### src/hdl/dtmfg_pkg.sv
// Shared constants, key decode tables and sine table builder for the DTMF generator.
`default_nettype none

package dtmfg_pkg;

  localparam int unsigned CFG_INDEX_W = 2;
  localparam int unsigned CFG_DATA_W  = 16;
  localparam int unsigned COUNT_W     = 16;
  localparam int unsigned KEY_W       = 4;
  localparam int unsigned SAMPLE_W    = 16;
  localparam int unsigned ROM_W       = 15;

  localparam logic [CFG_INDEX_W-1:0] REG_SETTLE_TICKS = CFG_INDEX_W'(0);
  localparam logic [CFG_INDEX_W-1:0] REG_TONE_TICKS   = CFG_INDEX_W'(1);

  localparam logic [COUNT_W-1:0] SETTLE_TICKS_RESET = COUNT_W'(32000);
  localparam logic [COUNT_W-1:0] TONE_TICKS_RESET   = COUNT_W'(32000);
  localparam logic [KEY_W-1:0]   KEYS_RESET         = KEY_W'(15);

  localparam logic [63:0] SAMPLE_RATE = 64'd16000;
  localparam logic [63:0] HALF_RATE   = 64'd8000;
  localparam logic [63:0] AMPLITUDE   = 64'd10000;

  localparam logic [63:0] ROW_FREQ [4] = '{64'd697, 64'd770, 64'd852, 64'd941};
  localparam logic [63:0] COL_FREQ [3] = '{64'd1209, 64'd1336, 64'd1477};

  // row and column index per key code; codes below four carry no tone
  localparam logic [1:0] KEY_ROW [16] = '{
    2'd0, 2'd0, 2'd0, 2'd0, 2'd3, 2'd3, 2'd2, 2'd2,
    2'd2, 2'd1, 2'd1, 2'd1, 2'd0, 2'd0, 2'd0, 2'd3
  };
  localparam logic [1:0] KEY_COL [16] = '{
    2'd0, 2'd0, 2'd0, 2'd0, 2'd2, 2'd0, 2'd2, 2'd1,
    2'd0, 2'd2, 2'd1, 2'd0, 2'd2, 2'd1, 2'd0, 2'd1
  };
  localparam logic [15:0] KEY_VALID = 16'hFFF0;

  localparam logic [63:0] HALF_PI_Q62 = 64'h6487ED5110B4611A;
  localparam logic [63:0] ONE_Q62     = 64'h4000000000000000;

  function automatic logic [63:0] mul_q62(input logic [63:0] a, input logic [63:0] b);
    logic [127:0] prod;
    prod = 128'(a) * 128'(b);
    return prod[125:62];
  endfunction

  // restoring long division, used at elaboration only
  function automatic logic [63:0] div_u64(input logic [63:0] num, input logic [63:0] den);
    logic [64:0] rem;
    logic [63:0] quo;
    rem = '0;
    quo = '0;
    for (int b = 63; b >= 0; b--) begin
      rem = {rem[63:0], num[b]};
      if (rem >= {1'b0, den}) begin
        rem = rem - {1'b0, den};
        quo[b] = 1'b1;
      end
    end
    return quo;
  endfunction

  function automatic logic [63:0] sine_mag(input logic [63:0] p, input logic [63:0] n);
    logic        use_cos;
    logic [63:0] q;
    logic [63:0] r;
    logic [64:0] rem;
    logic [63:0] x;
    logic [63:0] x2;
    logic [63:0] term;
    logic [63:0] sum;
    logic [63:0] k;
    use_cos = ((p << 1) > n);
    q = use_cos ? n - p : p;
    r = '0;
    rem = {1'b0, q};
    for (int s = 0; s < 62; s++) begin
      rem = rem << 1;
      r = r << 1;
      if (rem >= {1'b0, n}) begin
        rem = rem - {1'b0, n};
        r[0] = 1'b1;
      end
    end
    x = mul_q62(HALF_PI_Q62, r);
    x2 = mul_q62(x, x);
    if (use_cos) begin
      sum = ONE_Q62;
      term = ONE_Q62;
      for (int j = 1; j <= 16; j++) begin
        k = 64'(j);
        term = div_u64(mul_q62(term, x2), (2 * k - 1) * (2 * k));
        if (j % 2 == 1) sum = sum - term;
        else sum = sum + term;
      end
    end else begin
      sum = x;
      term = x;
      for (int j = 1; j <= 16; j++) begin
        k = 64'(j);
        term = div_u64(mul_q62(term, x2), (2 * k) * (2 * k + 1));
        if (j % 2 == 1) sum = sum - term;
        else sum = sum + term;
      end
    end
    return 64'(mul_q62(sum, AMPLITUDE) & 64'hFFFF_FFFF);
  endfunction

  function automatic logic signed [ROM_W-1:0] rom_entry(input logic [63:0] i,
                                                       input logic [63:0] depth);
    logic [63:0] p;
    logic        neg;
    logic [63:0] mag;
    p = i << 2;
    neg = 1'b0;
    if (p >= (depth << 1)) begin
      neg = 1'b1;
      p = p - (depth << 1);
    end
    if (p > depth) p = (depth << 1) - p;
    if (p == 64'd0) mag = 64'd0;
    else if (p == depth) mag = AMPLITUDE;
    else if (3 * p == depth) mag = AMPLITUDE >> 1;
    else mag = sine_mag(p, depth);
    return neg ? -ROM_W'(mag) : ROM_W'(mag);
  endfunction

endpackage

`default_nettype wire

### src/hdl/dtmfg_ctrl.sv
// Debounce, tone timing, configuration registers and phase accumulators.
`default_nettype none

module dtmfg_ctrl #(
  parameter int unsigned TABLE_DEPTH     = 512,
  parameter int unsigned PHASE_FRAC_BITS = 16,
  parameter int unsigned ADDR_W          = 9
) (
  input  wire logic                                clk,
  input  wire logic                                rst,
  input  wire logic                                cfg_we,
  input  wire logic [dtmfg_pkg::CFG_INDEX_W-1:0]   cfg_index,
  input  wire logic [dtmfg_pkg::CFG_DATA_W-1:0]    cfg_data,
  input  wire logic                                accept,
  input  wire logic [dtmfg_pkg::KEY_W-1:0]         keys,
  output      logic                                active,
  output      logic [ADDR_W-1:0]                   row_addr,
  output      logic [ADDR_W-1:0]                   col_addr
);

  localparam int unsigned PHASE_W = ADDR_W + PHASE_FRAC_BITS;
  localparam logic [63:0] SCALE   = 64'(TABLE_DEPTH) << PHASE_FRAC_BITS;
  localparam logic [PHASE_W:0] MODULUS = (PHASE_W + 1)'(SCALE);

  localparam logic [63:0] ROW_STEP [4] = '{
    (dtmfg_pkg::ROW_FREQ[0] * SCALE + dtmfg_pkg::HALF_RATE) / dtmfg_pkg::SAMPLE_RATE,
    (dtmfg_pkg::ROW_FREQ[1] * SCALE + dtmfg_pkg::HALF_RATE) / dtmfg_pkg::SAMPLE_RATE,
    (dtmfg_pkg::ROW_FREQ[2] * SCALE + dtmfg_pkg::HALF_RATE) / dtmfg_pkg::SAMPLE_RATE,
    (dtmfg_pkg::ROW_FREQ[3] * SCALE + dtmfg_pkg::HALF_RATE) / dtmfg_pkg::SAMPLE_RATE
  };
  localparam logic [63:0] COL_STEP [3] = '{
    (dtmfg_pkg::COL_FREQ[0] * SCALE + dtmfg_pkg::HALF_RATE) / dtmfg_pkg::SAMPLE_RATE,
    (dtmfg_pkg::COL_FREQ[1] * SCALE + dtmfg_pkg::HALF_RATE) / dtmfg_pkg::SAMPLE_RATE,
    (dtmfg_pkg::COL_FREQ[2] * SCALE + dtmfg_pkg::HALF_RATE) / dtmfg_pkg::SAMPLE_RATE
  };

  logic [dtmfg_pkg::COUNT_W-1:0] settle_ticks;
  logic [dtmfg_pkg::COUNT_W-1:0] tone_ticks;
  logic [dtmfg_pkg::KEY_W-1:0]   latched_keys, latched_keys_next;
  logic [dtmfg_pkg::COUNT_W-1:0] settle_count, settle_count_next;
  logic [dtmfg_pkg::COUNT_W-1:0] tone_count, tone_count_next;
  logic                          tone_on, tone_on_next;
  logic [PHASE_W-1:0]            row_phase, row_phase_next;
  logic [PHASE_W-1:0]            column_phase, column_phase_next;

  logic [dtmfg_pkg::COUNT_W-1:0] settle_inc;
  logic [dtmfg_pkg::COUNT_W-1:0] tone_inc;
  logic [1:0]                    row_sel;
  logic [1:0]                    col_sel;
  logic [PHASE_W-1:0]            row_step;
  logic [PHASE_W-1:0]            col_step;
  logic [PHASE_W:0]              row_sum;
  logic [PHASE_W:0]              col_sum;
  logic [PHASE_W-1:0]            row_adv;
  logic [PHASE_W-1:0]            col_adv;

  assign active   = tone_on;
  assign row_addr = row_phase[PHASE_W-1:PHASE_FRAC_BITS];
  assign col_addr = column_phase[PHASE_W-1:PHASE_FRAC_BITS];

  always_comb begin
    settle_inc = (settle_count == '1) ? settle_count : settle_count + 1'b1;
    tone_inc   = (tone_count == '1) ? tone_count : tone_count + 1'b1;
    row_sel    = dtmfg_pkg::KEY_ROW[latched_keys];
    col_sel    = dtmfg_pkg::KEY_COL[latched_keys];
    row_step   = PHASE_W'(ROW_STEP[row_sel]);
    col_step   = (col_sel == 2'd2) ? PHASE_W'(COL_STEP[2]) :
                 (col_sel == 2'd1) ? PHASE_W'(COL_STEP[1]) : PHASE_W'(COL_STEP[0]);
    row_sum    = {1'b0, row_phase} + {1'b0, row_step};
    col_sum    = {1'b0, column_phase} + {1'b0, col_step};
    row_adv    = (row_sum >= MODULUS) ? PHASE_W'(row_sum - MODULUS) : PHASE_W'(row_sum);
    col_adv    = (col_sum >= MODULUS) ? PHASE_W'(col_sum - MODULUS) : PHASE_W'(col_sum);

    latched_keys_next = latched_keys;
    settle_count_next = settle_count;
    tone_count_next   = tone_count;
    tone_on_next      = tone_on;
    row_phase_next    = row_phase;
    column_phase_next = column_phase;

    if (tone_on) begin
      if (dtmfg_pkg::KEY_VALID[latched_keys]) begin
        row_phase_next    = row_adv;
        column_phase_next = col_adv;
      end
      tone_count_next = tone_inc;
      if (tone_inc > tone_ticks) begin
        tone_count_next = '0;
        tone_on_next    = 1'b0;
      end
    end else begin
      if (keys == latched_keys) begin
        settle_count_next = settle_inc;
      end else begin
        settle_count_next = '0;
        latched_keys_next = keys;
      end
      if (settle_count_next > settle_ticks) begin
        settle_count_next = '0;
        tone_on_next      = 1'b1;
        row_phase_next    = '0;
        column_phase_next = '0;
      end
    end
  end

  always_ff @(posedge clk) begin
    if (rst) begin
      settle_ticks <= dtmfg_pkg::SETTLE_TICKS_RESET;
      tone_ticks   <= dtmfg_pkg::TONE_TICKS_RESET;
    end else if (cfg_we) begin
      unique case (cfg_index)
        dtmfg_pkg::REG_SETTLE_TICKS: settle_ticks <= cfg_data;
        dtmfg_pkg::REG_TONE_TICKS:   tone_ticks   <= cfg_data;
        default: ;
      endcase
    end
  end

  always_ff @(posedge clk) begin
    if (rst) begin
      latched_keys <= dtmfg_pkg::KEYS_RESET;
      settle_count <= '0;
      tone_count   <= '0;
      tone_on      <= 1'b0;
      row_phase    <= '0;
      column_phase <= '0;
    end else if (accept) begin
      latched_keys <= latched_keys_next;
      settle_count <= settle_count_next;
      tone_count   <= tone_count_next;
      tone_on      <= tone_on_next;
      row_phase    <= row_phase_next;
      column_phase <= column_phase_next;
    end
  end

endmodule

`default_nettype wire

### config.mk
export PLATFORM = sky130hd
export DESIGN_NAME = dtmfg_ctrl
export DESIGN_NICKNAME = d
export VERILOG_FILES = /design/src/hdl/dtmfg_pkg.sv /design/src/hdl/dtmfg_ctrl.sv
export SDC_FILE = /design/constraint.sdc
export NUM_CORES = 1
export LEC_CHECK = 0
export BUFFER_PORTS_ARGS = -buffer_cell sky130_fd_sc_hd__buf_2
export CAP_MARGIN = 15
export CORE_MARGIN = 2
export CORE_UTILIZATION = 48
export DETAILED_ROUTE_END_ITERATION = 8
export PLACE_DENSITY = 0.65
export SKIP_LAST_GASP = 1
export SLEW_MARGIN = 20
export SYNTH_ARGS = -nofsm -noshare
export SYNTH_HDL_FRONTEND = slang
export SYNTH_SLANG_ARGS = --single-unit
### constraint.sdc
create_clock -name clk -period 4.2 [get_ports clk]
set_clock_uncertainty 0.1 [all_clocks]
set_input_delay 0.84 -clock clk [delete_from_list [all_inputs] [get_ports clk]]
set_output_delay 0.84 -clock clk [all_outputs]
set_load 0.02 [all_outputs]
# After elaboration in Yosys (flattened, before gate mapping)

Memory sizes are Yosys's and may differ from the RTL's. A register that Yosys moved wholly into a read port is not among the register bits.
Cells that the tools add are included.
Widths: inputs -> output; s select.

Add/sub/neg operators: 6
$mul: 0
Div/mod/pow operators: 0
Magnitude comparators: 7
Equal/unequal tests: 7
Shift operators: 0
Multiplexer cells: 28
Bitwise operators: 4
Reductions and logical operators: 8

Operators by type and width:

| kind                  | number |
|---|---|
| $mux 25               | 9 |
| $bmux 64 s2           | 1 |
| $mux 16               | 6 |
| $ge 26x26->1 const B  | 2 |
| $sub 25x1->25 const B | 2 |
| $mux 20               | 2 |
| $add 16x1->16 const B | 2 |
| $eq 16x16->1 const B  | 2 |
| $gt 16x16->1          | 2 |
| $add 25x22->26        | 1 |
| $add 25x25->26        | 1 |
| $mux 2                | 4 |
| $mux 4                | 2 |
| $reduce_and 2->1      | 4 |
| $reduce_and 3->1      | 2 |
| $ge 5x5->1 const B    | 1 |
| $lt 4x5->1 const B    | 1 |
| $not 4->5             | 1 |
| $eq 2x1->1 const B    | 2 |
| $eq 4x4->1            | 1 |
| $mux 1                | 4 |
| $ge 3x3->1 const B    | 1 |
| $not 2->3             | 1 |
| $eq 2x2->1 const B    | 1 |
| other kinds (4)       | 5 |

Flip-flop bits (word level): 119
Bits in latches: 0
Bits in writable memories: 0
Memory bits (read-only): 80
Input port bits: 26
Word-level logic and storage cells: 71
Memories: 3

Memories:

| memory          | words | bits a word | read ports | clocked after Yosys merged registers in | wr ports | line             | source |
|---|---|---|---|---|---|---|---|
| (no name shown) | 16    | 2           | 1          | 0                                       | 0        | dtmfg_ctrl.sv:65 | `col_sel = dtmfg_pkg::KEY_COL[latched_keys];` |
| (no name shown) | 16    | 2           | 1          | 0                                       | 0        | dtmfg_ctrl.sv:64 | `row_sel = dtmfg_pkg::KEY_ROW[latched_keys];` |
| (no name shown) | 16    | 1           | 1          | 1                                       | 0        | dtmfg_ctrl.sv:82 | `if (dtmfg_pkg::KEY_VALID[latched_keys]) begin` |

# Depth between registers and ports, before layout

Gate-level depths: netlist of the first run.

Depth after elaboration: 13
Depth in mapped cells: 19
Mapped depth without buffers: 17

# Worst setup path after synthesis of the first run

Ideal clock, no wire load.

Kind: flip-flop to flip-flop
From: register tone_count[0] (netlist name)
To: register tone_count[11] (netlist name)
Setup time: 0.070 ns
Data arrival time: 3.421 ns
Setup slack: 0.609 ns
Cell stages (with the launch flop): 18
Buffers on the path: 3
Path through: dfxtp_1 ha_1 clkbuf_1 nand3_1 or3_1 buf_2 nand3_1 xnor2_1 ha_1 a21o_1 a21o_1 a21oi_1 o21a_1 nor2_1 o21ai_1 clkbuf_1 nand3_1 a21oi_1

Longest elaborated chain between the ends: 4
Elaborated cells between the ends (all ways): 5
Classes of those cells: add/sub (1); order compare (1); eq/ne (1); mux (2)

Ends and longest elaborated chain:

| element                                              | line              | source |
|---|---|---|
| start, declared                                      | dtmfg_ctrl.sv:41  | `logic [dtmfg_pkg::COUNT_W-1:0] tone_count, tone_count_next;` |
| start signal, assigned                               | dtmfg_ctrl.sv:131 | `tone_count <= tone_count_next;` |
| $add 16x1->16 / $eq 16x16->1 (equally long branches) | dtmfg_ctrl.sv:63  | `tone_inc = (tone_count == '1) ? tone_count : tone_count + 1'b1;` |
| $mux 16 *                                            | dtmfg_ctrl.sv:63  |  |
| $gt 16x16->1                                         | dtmfg_ctrl.sv:87  | `if (tone_inc > tone_ticks) begin` |
| $mux 16 *                                            | dtmfg_ctrl.sv:87  |  |

Mark *: on every way between the ends. The rest lies on a longest branch, timed or not.
A chain may end at the register's enable or synchronous reset.

# Worst setup path after layout of the first run

From: register settle_count[0] (netlist name)
To: register row_phase[23]

Longest elaborated chain between the ends: 7
Elaborated cells between the ends (all ways): 8
Classes of those cells: add/sub (1); order compare (1); eq/ne (1); mux (3); reduce/logical (2)

Ends and longest elaborated chain:

| element                                              | line              | source |
|---|---|---|
| start, declared                                      | dtmfg_ctrl.sv:40  | `logic [dtmfg_pkg::COUNT_W-1:0] settle_count, settle_count_next;` |
| start signal, assigned                               | dtmfg_ctrl.sv:130 | `settle_count <= settle_count_next;` |
| $add 16x1->16 / $eq 16x16->1 (equally long branches) | dtmfg_ctrl.sv:62  | `settle_inc = (settle_count == '1) ? settle_count : settle_count + 1'b1;` |
| $mux 16 *                                            | dtmfg_ctrl.sv:62  |  |
| $mux 16 *                                            | dtmfg_ctrl.sv:92  | `if (keys == latched_keys) begin` |
| $mux 16 *                                            | dtmfg_ctrl.sv:81  | `if (tone_on) begin` |
| $gt 16x16->1 *                                       | dtmfg_ctrl.sv:98  | `if (settle_count_next > settle_ticks) begin` |
| $reduce_bool 2->1 (no line) *                        | n/a               |  |
| $reduce_and 3->1 (no line) *                         | n/a               |  |
| end signal, assigned                                 | dtmfg_ctrl.sv:133 | `row_phase <= row_phase_next;` |
| end, declared                                        | dtmfg_ctrl.sv:43  | `logic [PHASE_W-1:0] row_phase, row_phase_next;` |

Mark *: on every way between the ends. The rest lies on a longest branch, timed or not. The select of a mux whose other input is x is not followed.

==> run metrics, run 1 <==
Cell Count Post-Placement 1289; type of element capturing the critical path flop; Static Leak 3.944 nW; biggest area consumer among synthesized cells dfxtp_1; final setup violation count 0; Area contributors post-synth dfxtp_1 (29%), ha_1 (11%), nand2_1 (6.6%); number of instances in the synthesized netlist 1085; most frequent cells in the layout nand2_1 (147), dfxtp_1 (120), a21oi_1 (110), ha_1 (75), nand3_1 (64); area of the mapped netlist 0.008337 sq mm; total of max-cap violations 0; Peak supply drop 0.2777 mV; warning count from the yosys run 0; share of post-route cells with drive strength above 1 0.1049; Worst Tran Pin Value 752.8 ps; count of nets after finishing 1186; critical path startpoint category flop; I/O pin total 45; Num CTS Buffers 17; Total Negative Setup Slacks 0 ps; commonest non-fill, non-tap cell in the layout nand2_1; Core Footprint 0.01712 sq mm; count of placed standard cells in the final layout, fillers left out 1321; Sinks on Clock Net 120; count of buffers added by post-CTS timing repair for setup 0; floorplan row count 48; number of max-slew violations in the final report 0; startpoint of the worst-slack reg-to-reg timing path settle_count[0]; run status finished clean; count of cell types in the netlist 74; clock network latency to the later pin of the worst-skew pair 420 ps; number of enable flip-flop cells after synthesis 0; Worst EP required 4400 ps; post-detail-place hpwl 13780 um; Port Buffers 44; Synth top area share 0.2882; weighted congestion reported at the end of routability-driven placement 0.8779; primary flip-flop cell chosen by synthesis mapping dfxtp_1; Period minus WS final 3963 ps; final cycle utilization of the critical path 0.9435; start point of the critical path settle_count[0]; Total GRT Usage 0.2166; global-route wire length before repair 32630 um; number of endpoints with negative hold slack in the final report 0; die area 0.01844 sq mm; CTS tree yes; endpoint of the worst setup timing path row_phase[23]; total power density per cell area 312.1 mW/mm^2; violation count after the first detailed-routing iteration 447; R2R setup slack 240 ps; area overhead of the layout relative to synthesis 9.410%; via density per instance 5.617; number of antenna repair diodes 0; Clk pin slew, worst setup/hold paths 60 ps; total length of routed wires 19730 um; flop and latch count out of synthesis 120; maximum buffer depth of the clock tree 2; number of cells on the worst reg-to-reg path 16; total via count after detailed routing 7420; routed wire length per instance 14.93 um; maximum number of pins on one net before global-route repair 61; setup repair after global routing missed its margin false; number of routed nets with antenna violations 0; FMAX 252.4 MHz; GRT overflow 0; number of H-tree levels 4; maximum fanout along the worst path 15; Synth Net Count 1188; Avg Cell Area, Syn 7.684 sq um; arrival time of data at the critical path endpoint 4160 ps; Max-slew headroom 0.4976; die width 135.8 um; Die Ht 135.8 um; Remaining DRCs 0; CP Class reg2reg; detailed-routing iteration count for the pre-antenna-repair pass 5; number of global-route vias before repair 6689; initial core utilization 0.4871; share of synthesized registers carrying an async set or reset 0; antenna violations before repair 0; sequential element share of the synthesized area 0.2882; clock root buffer clkbuf_16; terminus of the critical flop-to-flop path row_phase[23]; Tightest Hold Check Type reg2reg
## where the power goes
| part | switching (W) | internal (W) |
|---|---|---|
| Sequential | 0.0000112 | 0.00115 |
| Clock | 0.000565 | 0.000770 |
| Combinational | 0.000218 | 0.000129 |
| Total | 0.000794 | 0.00205 |
## critical path: stages (launching register included)
cell      delay [ps]
dfxtp_1          440
ha_1             290
and3_1           350
nand3_1          330
nand4_1          210
xor2_1           170
nor2_1            90
ha_1             300
o21a_1           120
o211ai_1          70
nand2_1           80
a31oi_1           90
o31a_1           300
nor2b_1          150
buf_4            220
and2_1           170
or3b_1           350
## cells by family after synthesis
| logic type | after synthesis | synth area share |
|---|---|---|
| muxes | 4 | 0.004953 |
| DFF | 120 | 0.2882 |
| AOI/OAI and AO/OA | 290 | 0.2203 |
| and+or+nand+nor | 414 | 0.2478 |
| adders and majority gates | 77 | 0.1174 |
| xor gates and xnor gates | 49 | 0.05148 |
| buffers and inverters | 131 | 0.06994 |
## synth_stat cells, types with 14 or more instances
cell and instances:
a211o_1 15, nand4_1 23, xnor2_1 31, a21o_1 31, a22oi_1 14, inv_1 53, xor2_1 18, nor2_1 63
nor3_1 19, clkbuf_1 48, nand2_1 147, nand3_1 64, o21ai_0 40, ha_1 75, dfxtp_1 120, buf_4 18
a21oi_1 110
## per-stage QoR
step | hold slack (ps) | total power [W] | instance area, sq um | setup slack [ps] | utilization
after detailed placement | 348.5 | 0.001531 | 8572 | 281.1 | 0.5008
after global placement | 343.0 | 0.001529 | 8572 | 288.4 | 0.5008
after CTS | 356.6 | 0.002871 | 9115 | 252.6 | 0.5325
final | 355.4 | 0.002846 | 9121 | 237.4 | 0.5329
after global routing | 373.8 | 0.002967 | 9121 | 5.069 | 0.5329
after floorplan | 331.5 | 0.001449 | 8337 | 608.6 | -
## sequential cells by signal (all words and copies together) (netlist names), named ones only
signal        cells
active            1
column_phase     25
latched_keys      4
row_phase        25
settle_count     16
settle_ticks     16
tone_count       16
tone_ticks       16
## repair_timing
| action | CTS | global route |
|---|---|---|
| resized for setup | 0 | 2 |
| setup endpoints to repair | 0 | 2 |
| endpoints found under the hold margin | 0 | 0 |
| hold buffers | 0 | 0 |
## layout make-up
class | count | area [sq um]
fill | 1663 | 7995
multi-input combinational | 834 | 5363
sequential | 120 | 2402
clock buffer | 18 | 439.2
timing repair buffer | 57 | 332.8
tap | 225 | 281.5
inverter | 53 | 198.9
clock inverter | 14 | 103.9
## layer usage
metal	wire [um]	up-vias	track usage
li1	-	3844	-
met5	0	-	0
met3	719	17	0.04602
met2	8778	125	0.3302
met1	10060	3434	0.3120
met4	174	0	0.05093
## worst min path at each step
stage	start	end	cells past startpoint
2_1_floorplan	row_phase[15]	row_phase[15]	2
3_3_place_gp	settle_ticks[5]	settle_ticks[5]	2
3_5_place_dp	tone_ticks[9]	tone_ticks[9]	2
4_1_cts	tone_ticks[9]	tone_ticks[9]	2
5_1_grt	settle_ticks[1]	settle_ticks[1]	2
6_report	settle_ticks[4]	settle_ticks[4]	2
Power figures use the tool's default switching activity.
==> inputs of run 2 (changes only) <==
- GPL_TIMING_DRIVEN: unset -> 0
- REMOVE_ABC_BUFFERS: unset -> 1
==> run 2 against run 1 <==
Die area unchanged; via count up 0.19%; maximum frequency up 1.3%; hold slack worse by 3.8 ps; register-to-register slack better by 50 ps; setup slack better by 52 ps; non-clock buffer count down 6; first-iteration DRC count up 24%; core utilization up 0.51 points; global-route usage up 0.15 points; count of clock-buffer cells in the layout up 4; highest routed layer is now met5.
==> run metrics, run 2 (synthesis gave the netlist of run 1 again) <==
Sinks on Clock Net 120 (unchanged); initial core utilization 0.4871 (unchanged); total power density per cell area 325.1 mW/mm^2 (+4.2%); FMAX 255.7 MHz (+1.3%); Worst EP required 4400 ps (about the same); maximum buffer depth of the clock tree 2 (unchanged); total length of routed wires 19380 um (-1.7%); number of routed nets with antenna violations 0 (unchanged); global-route wire length before repair 32560 um (-0.21%); die width 135.8 um (unchanged); Port Buffers 44 (unchanged); number of cells on the worst reg-to-reg path 15 (-1); Total GRT Usage 0.2181 (+0.001475); start point of the critical path settle_count[0]; weighted congestion reported at the end of routability-driven placement 0.8437 (-3.9%); R2R setup slack 290 ps (+50 ps); Static Leak 3.975 nW (+0.78%); share of post-route cells with drive strength above 1 0.1074 (+0.002511); count of filler cells inserted in the layout 1625 (-2.3%); Max-slew headroom 0.4112 (-0.08637); most frequent cells in the layout nand2_1 (147), dfxtp_1 (118), a21oi_1 (110), ha_1 (74); hold_ws 351.6 ps (-3.817 ps); Die Ht 135.8 um (unchanged); floorplan row count 48 (unchanged); maximum fanout along the worst path 18 (+3); final cycle utilization of the critical path 0.9310 (-0.01248); violation count after the first detailed-routing iteration 553 (+24%); CP Class reg2reg; Core Footprint 0.01712 sq mm (unchanged); Tightest Hold Check Type reg2reg; number of cells on the worst hold path 2 (unchanged); number of endpoints with negative hold slack in the final report 0 (unchanged); run status finished clean; cell area after layout 0.009209 sq mm (+0.96%); via density per instance 5.658 (+0.72%); routed wire length per instance 14.75 um (-1.2%); antenna violations before repair 1 (+1); Num CTS Buffers 17 (unchanged); placement-stage cell area 0.008532 sq mm (-0.47%); final setup violation count 0 (unchanged); detailed-routing iteration count for the pre-antenna-repair pass 5 (unchanged); number of max-slew violations in the final report 0 (unchanged); CTS tree yes; startpoint of the worst-slack reg-to-reg timing path settle_count[0]; Worst Tran Pin Value 883.1 ps (+130.4 ps); critical path startpoint category flop; Finished Core Util 0.5380 (+0.005117); GRT overflow 0 (unchanged); clock network latency to the later pin of the worst-skew pair 420 ps (about the same); endpoint of the worst setup timing path row_phase[23]; count of nets after finishing 1180 (-0.51%); number of H-tree levels 4 (unchanged); post-detail-place hpwl 13600 um (-1.3%); area overhead of the layout relative to synthesis 10.46%; I/O pin total 45 (unchanged); total via count after detailed routing 7434 (+0.19%); type of element capturing the critical path flop; Cell Count Post-Placement 1279 (-0.78%); clock root buffer clkbuf_16; count of placed standard cells in the final layout, fillers left out 1314 (-0.53%); terminus of the critical flop-to-flop path row_phase[23]; Remaining DRCs 0 (unchanged); maximum number of pins on one net before global-route repair 68 (+11%); Largest regs column_phase x25, row_phase x25; total of max-cap violations 0 (unchanged); number of antenna repair diodes 0 (unchanged); arrival time of data at the critical path endpoint 4110 ps (-50 ps); Period minus WS final 3910 ps (-52.43 ps); die area 0.01844 sq mm (unchanged); Clk pin slew, worst setup/hold paths 50 ps (about the same); commonest non-fill, non-tap cell in the layout nand2_1; Peak supply drop 0.2734 mV (-1.6%); hold-fix buffer count after cts 0 (unchanged); number of global-route vias before repair 6793 (+1.6%)
==> run 2: how the worst min path moves through the flow <==
stage / start / endpoint / slack, ps
detailed placement: tone_ticks[15] / tone_ticks[15] / 350
floorplan: column_phase[0] / column_phase[0] / 330
global placement: settle_ticks[3] / settle_ticks[3] / 340
CTS: tone_ticks[15] / tone_ticks[15] / 350
finish: settle_ticks[1] / settle_ticks[1] / 350
global route: settle_ticks[15] / settle_ticks[15] / 370
==> run 2: layout make-up <==
cell class	count	area, sq um	share of cell area
Tap cell	225	281.5	0.03057
Multi-Input combinational cell	834	5404	0.5868
Clock buffer	22	464.2	0.05041
Inverter	53	198.9	0.02160
Sequential cell	120	2405	0.2611
Clock inverter	9	123.9	0.01345
Timing Repair Buffer	51	331.6	0.03601
==> run 2: layer usage <==
| layer | track usage | share of wire | vias up |
|---|---|---|---|
| met5 | 0 | 0.00067 | - |
| met4 | 0.06192 | 0.017 | 2 |
| met3 | 0.04527 | 0.040 | 26 |
| met2 | 0.3586 | 0.46 | 152 |
| met1 | 0.2895 | 0.48 | 3409 |
| li1 | - | - | 3845 |
==> run 2: repair_timing <==
action / 4_1_cts / 5_1_grt
cloned: 0 / 0
pin swaps: 1 / 1
setup buffers: 3 / 1
endpoints found under the setup margin: 32 / 66
gates resized for setup: 3 / 11
==> run 2: critical path, cell delays in order (launching register included) <==
cell and delay, ps:
dfxtp_1 420, ha_1 300, and3_2 310, nand2_1 150, or3_1 340, a21oi_1 220
ha_1 180, a21oi_1 60, o21a_1 160, o21ai_0 150, a31oi_1 90, o31a_4 420
nor2b_4 170, buf_12 160, and2_1 140, or3b_1 380
==> run 2: power by group <==
part           switching (W)  total, W  internal (W)
clock               0.000527   0.00148      0.000955
combinational       0.000214  0.000346      0.000132
sequential         0.0000117   0.00117       0.00115
==> run 2: through the flow <==
stage	setup WS, ps	total power [W]	TNS [ps]
detailed placement	-771.6	0.001527	-15020
floorplan	-82.04	0.001425	-284.3
global route	-2.915	0.003124	-2.915
finish	289.8	0.002994	0
CTS	76.14	0.003023	0
global placement	-1678	0.001521	-55770
==> inputs of run 3 (changes only) <==
- CELL_PAD_IN_SITES_DETAIL_PLACEMENT: unset -> 1
- CELL_PAD_IN_SITES_GLOBAL_PLACEMENT: unset -> 2
- CORE_UTILIZATION: 48 -> 37
- PLACE_DENSITY: 0.65 -> unset
- PLACE_DENSITY_LB_ADDON: unset -> 0.1
==> run 3 against run 2 <==
Core utilization fell by 11 points; highest routed layer is now met4; largest cell class unchanged; hold slack improved by 1.4 ps; sequential share of layout area fell by 0.24 points; total power fell by 3.5%; sequential power barely moved; clock power fell by 8%; critical endpoint unchanged; non-clock buffer count rose by 6; register-to-register slack barely moved; combinational power rose by 5%.
==> run metrics, run 3 (synthesis gave the netlist of run 1 again) <==
run status finished clean; Setup WS post-layout 277.5 ps (-12.29 ps); met2 WL 10890 um (+22%); Worst Tran Pin Value 1029 ps (+146.3 ps); maximum fanout along the worst path 31 (+13); critical path startpoint category flop; power share of the combinational group 0.126 (+0.011); commonest non-fill, non-tap cell in the layout nand2_1; detailed-routing iteration count for the pre-antenna-repair pass 4 (-1); maximum cell stage delay along the critical path 430 ps (about the same); GRT overflow 0 (unchanged); post-detail-place hpwl 16390 um (+21%); number of H-tree levels 4 (unchanged); Port Buffers 44 (unchanged); die width 154.1 um (+13%); post-place setup slack -1076 ps (-304.8 ps); Num CTS Buffers 17 (unchanged); number of max-slew violations in the final report 0 (unchanged); final cycle utilization of the critical path 0.9339 (+0.002927); Largest regs column_phase x25, row_phase x25; hold-fix buffer count after cts 0 (unchanged); most frequent cell on the critical path buf_12; cell class contributing the biggest share of worst-path delay simple AND/OR/NAND/NOR gates; global-route wire length before repair 38800 um (+19%); total via count after detailed routing 7579 (+2.0%); most frequent cells in the layout nand2_1 (147), dfxtp_1 (118), a21oi_1 (109), ha_1 (72), nand3_1 (63); hold_ws 353.0 ps (+1.401 ps); maximum buffer depth of the clock tree 2 (unchanged); Sw Share 0.2749 (+0.02368); cells traversed along the worst timing path ha_2, and3_4, nand2_1, or3_1, a21oi_2, ha_1, a21oi_1, o21a_1, o21ai_0, a31oi_1, o31a_2, buf_12, nor2b_4, buf_12, and2_1, or3b_1; FMAX 254.9 MHz (-0.31%); Core Footprint 0.02196 sq mm (+28%); Remaining DRCs 0 (unchanged); proportion of power drawn by the clock network 0.471 (-0.024); number of routed nets with antenna violations 0 (unchanged); Worst EP required 4400 ps (about the same); Tightest Hold Check Type reg2reg; initial core utilization 0.3797 (-0.1074); number of global-route vias before repair 7721 (+14%); weighted congestion reported at the end of routability-driven placement 0.7790 (-7.7%); Net Sw Power 0.0007944 W (+5.6%); Die Ht 154.1 um (+13%); Cell Count Post-Placement 1335 (+4.4%); Period minus WS final 3922 ps (+12.29 ps); total power density per cell area 310.9 mW/mm^2 (-4.4%); proportion of power drawn by flip-flops and latches 0.404 (+0.014); number of endpoints with negative hold slack in the final report 0 (unchanged); Max-slew headroom 0.3123 (-0.09897); Peak supply drop 0.2324 mV (-15%); max layer used met4; routed wire length per instance 16.80 um (+14%); via density per instance 5.504 (-2.7%); floorplan row count 54 (+13%); total of max-cap violations 0 (unchanged); final setup violation count 0 (unchanged); Routed met3 length 637 um (-18%); internal power contribution 0.002095 W (-6.5%); CP Class reg2reg; Clk pin slew, worst setup/hold paths 60 ps (about the same); Static Leak 3.964 nW (-0.26%); type of element capturing the critical path flop; count of nets after finishing 1186 (+0.51%); clock network latency to the later pin of the worst-skew pair 420 ps (about the same); number of buffer and inverter stages on the critical path 2 (+1); Total GRT Usage 0.1996 (-0.01852); clock root buffer clkbuf_16; CTS tree yes; arrival time of data at the critical path endpoint 4120 ps (about the same); antenna violations before repair 1 (unchanged); die area 0.02375 sq mm (+29%); I/O pin total 45 (unchanged); share of post-route cells with drive strength above 1 0.1177 (+0.01026); slowest library cell on the worst path dfxtp_1; maximum number of pins on one net before global-route repair 89 (+31%); total length of routed wires 23130 um (+19%); violation count after the first detailed-routing iteration 280 (-49%); Total Negative Setup Slacks 0 ps (unchanged); metal1 wirelength 11260 um (+20%); area overhead of the layout relative to synthesis 11.50%; count of placed standard cells in the final layout, fillers left out 1377 (+4.8%); power consumption 0.002890 W (-3.5%); Sinks on Clock Net 120 (unchanged)
-- run 3: cell count changes in the layout (fill, tap and decap cells not counted), sizes merged --
cell / change
bufinv: -2
diode: +1
clkinv: +1
clkinvlp: +2
buf: +6
-- run 3: area by class of cell --
cell class	instances	area, sq um
antenna	1	2.502
clock buffer	22	444.2
clock inverter	10	80.08
fill	2708	12660
inverter	53	198.9
multi-input combinational	834	5425
sequential	120	2405
tap	280	350.3
timing repair buffer	57	389.1
-- run 3: power by group through the flow --
stage	clock network [W]	logic (W)	registers [W]
after floorplan	0	0.000238	0.00119
after global placement	0	0.000344	0.00119
after detailed placement	0	0.000351	0.00119
after CTS	0.00140	0.000358	0.00117
after global routing	0.00144	0.000410	0.00117
final	0.00136	0.000364	0.00117
-- run 3: path summary, 6_finish.rpt --
| check | to | from | depth (start not counted) | slack, ps |
|---|---|---|---|---|
| setup / recovery | row_phase[23] | settle_count[0] | 16 | 280 |
| hold / removal | tone_ticks[4] | tone_ticks[4] | 2 | 350 |
| setup reg to reg | row_phase[23] | settle_count[0] | 16 | 280 |
| hold reg to reg | tone_ticks[4] | tone_ticks[4] | 2 | 350 |
-- run 3: what timing repair did --
item | CTS | global route
pin swaps | 2 | 3
setup endpoints to repair | 31 | 40
gates resized for setup | 8 | 14
setup buffers | 2 | 7
-- run 3: worst reg2reg max path, stage by stage (launching register included) --
cell	delay [ps]
dfxtp_1	430
ha_2	290
and3_4	260
nand2_1	140
or3_1	350
a21oi_2	210
ha_1	180
a21oi_1	90
o21a_1	190
o21ai_0	150
a31oi_1	90
o31a_2	340
buf_12	180
nor2b_4	150
buf_12	160
and2_1	150
or3b_1	350
-- run 3: metal layers --
layer / vias up / GRT usage
met5: - / 0
met3: 20 / 0.03410
li1: 3849 / -
met4: 0 / 0.06053
met2: 89 / 0.3417
met1: 3621 / 0.2568
-- run 3: per-stage QoR --
step | util | area, sq um
after floorplan | - | 7953
after global placement | 0.3881 | 8523
after detailed placement | 0.3928 | 8625
after CTS | 0.4185 | 9189
after global routing | 0.4232 | 9293
final | 0.4233 | 9295
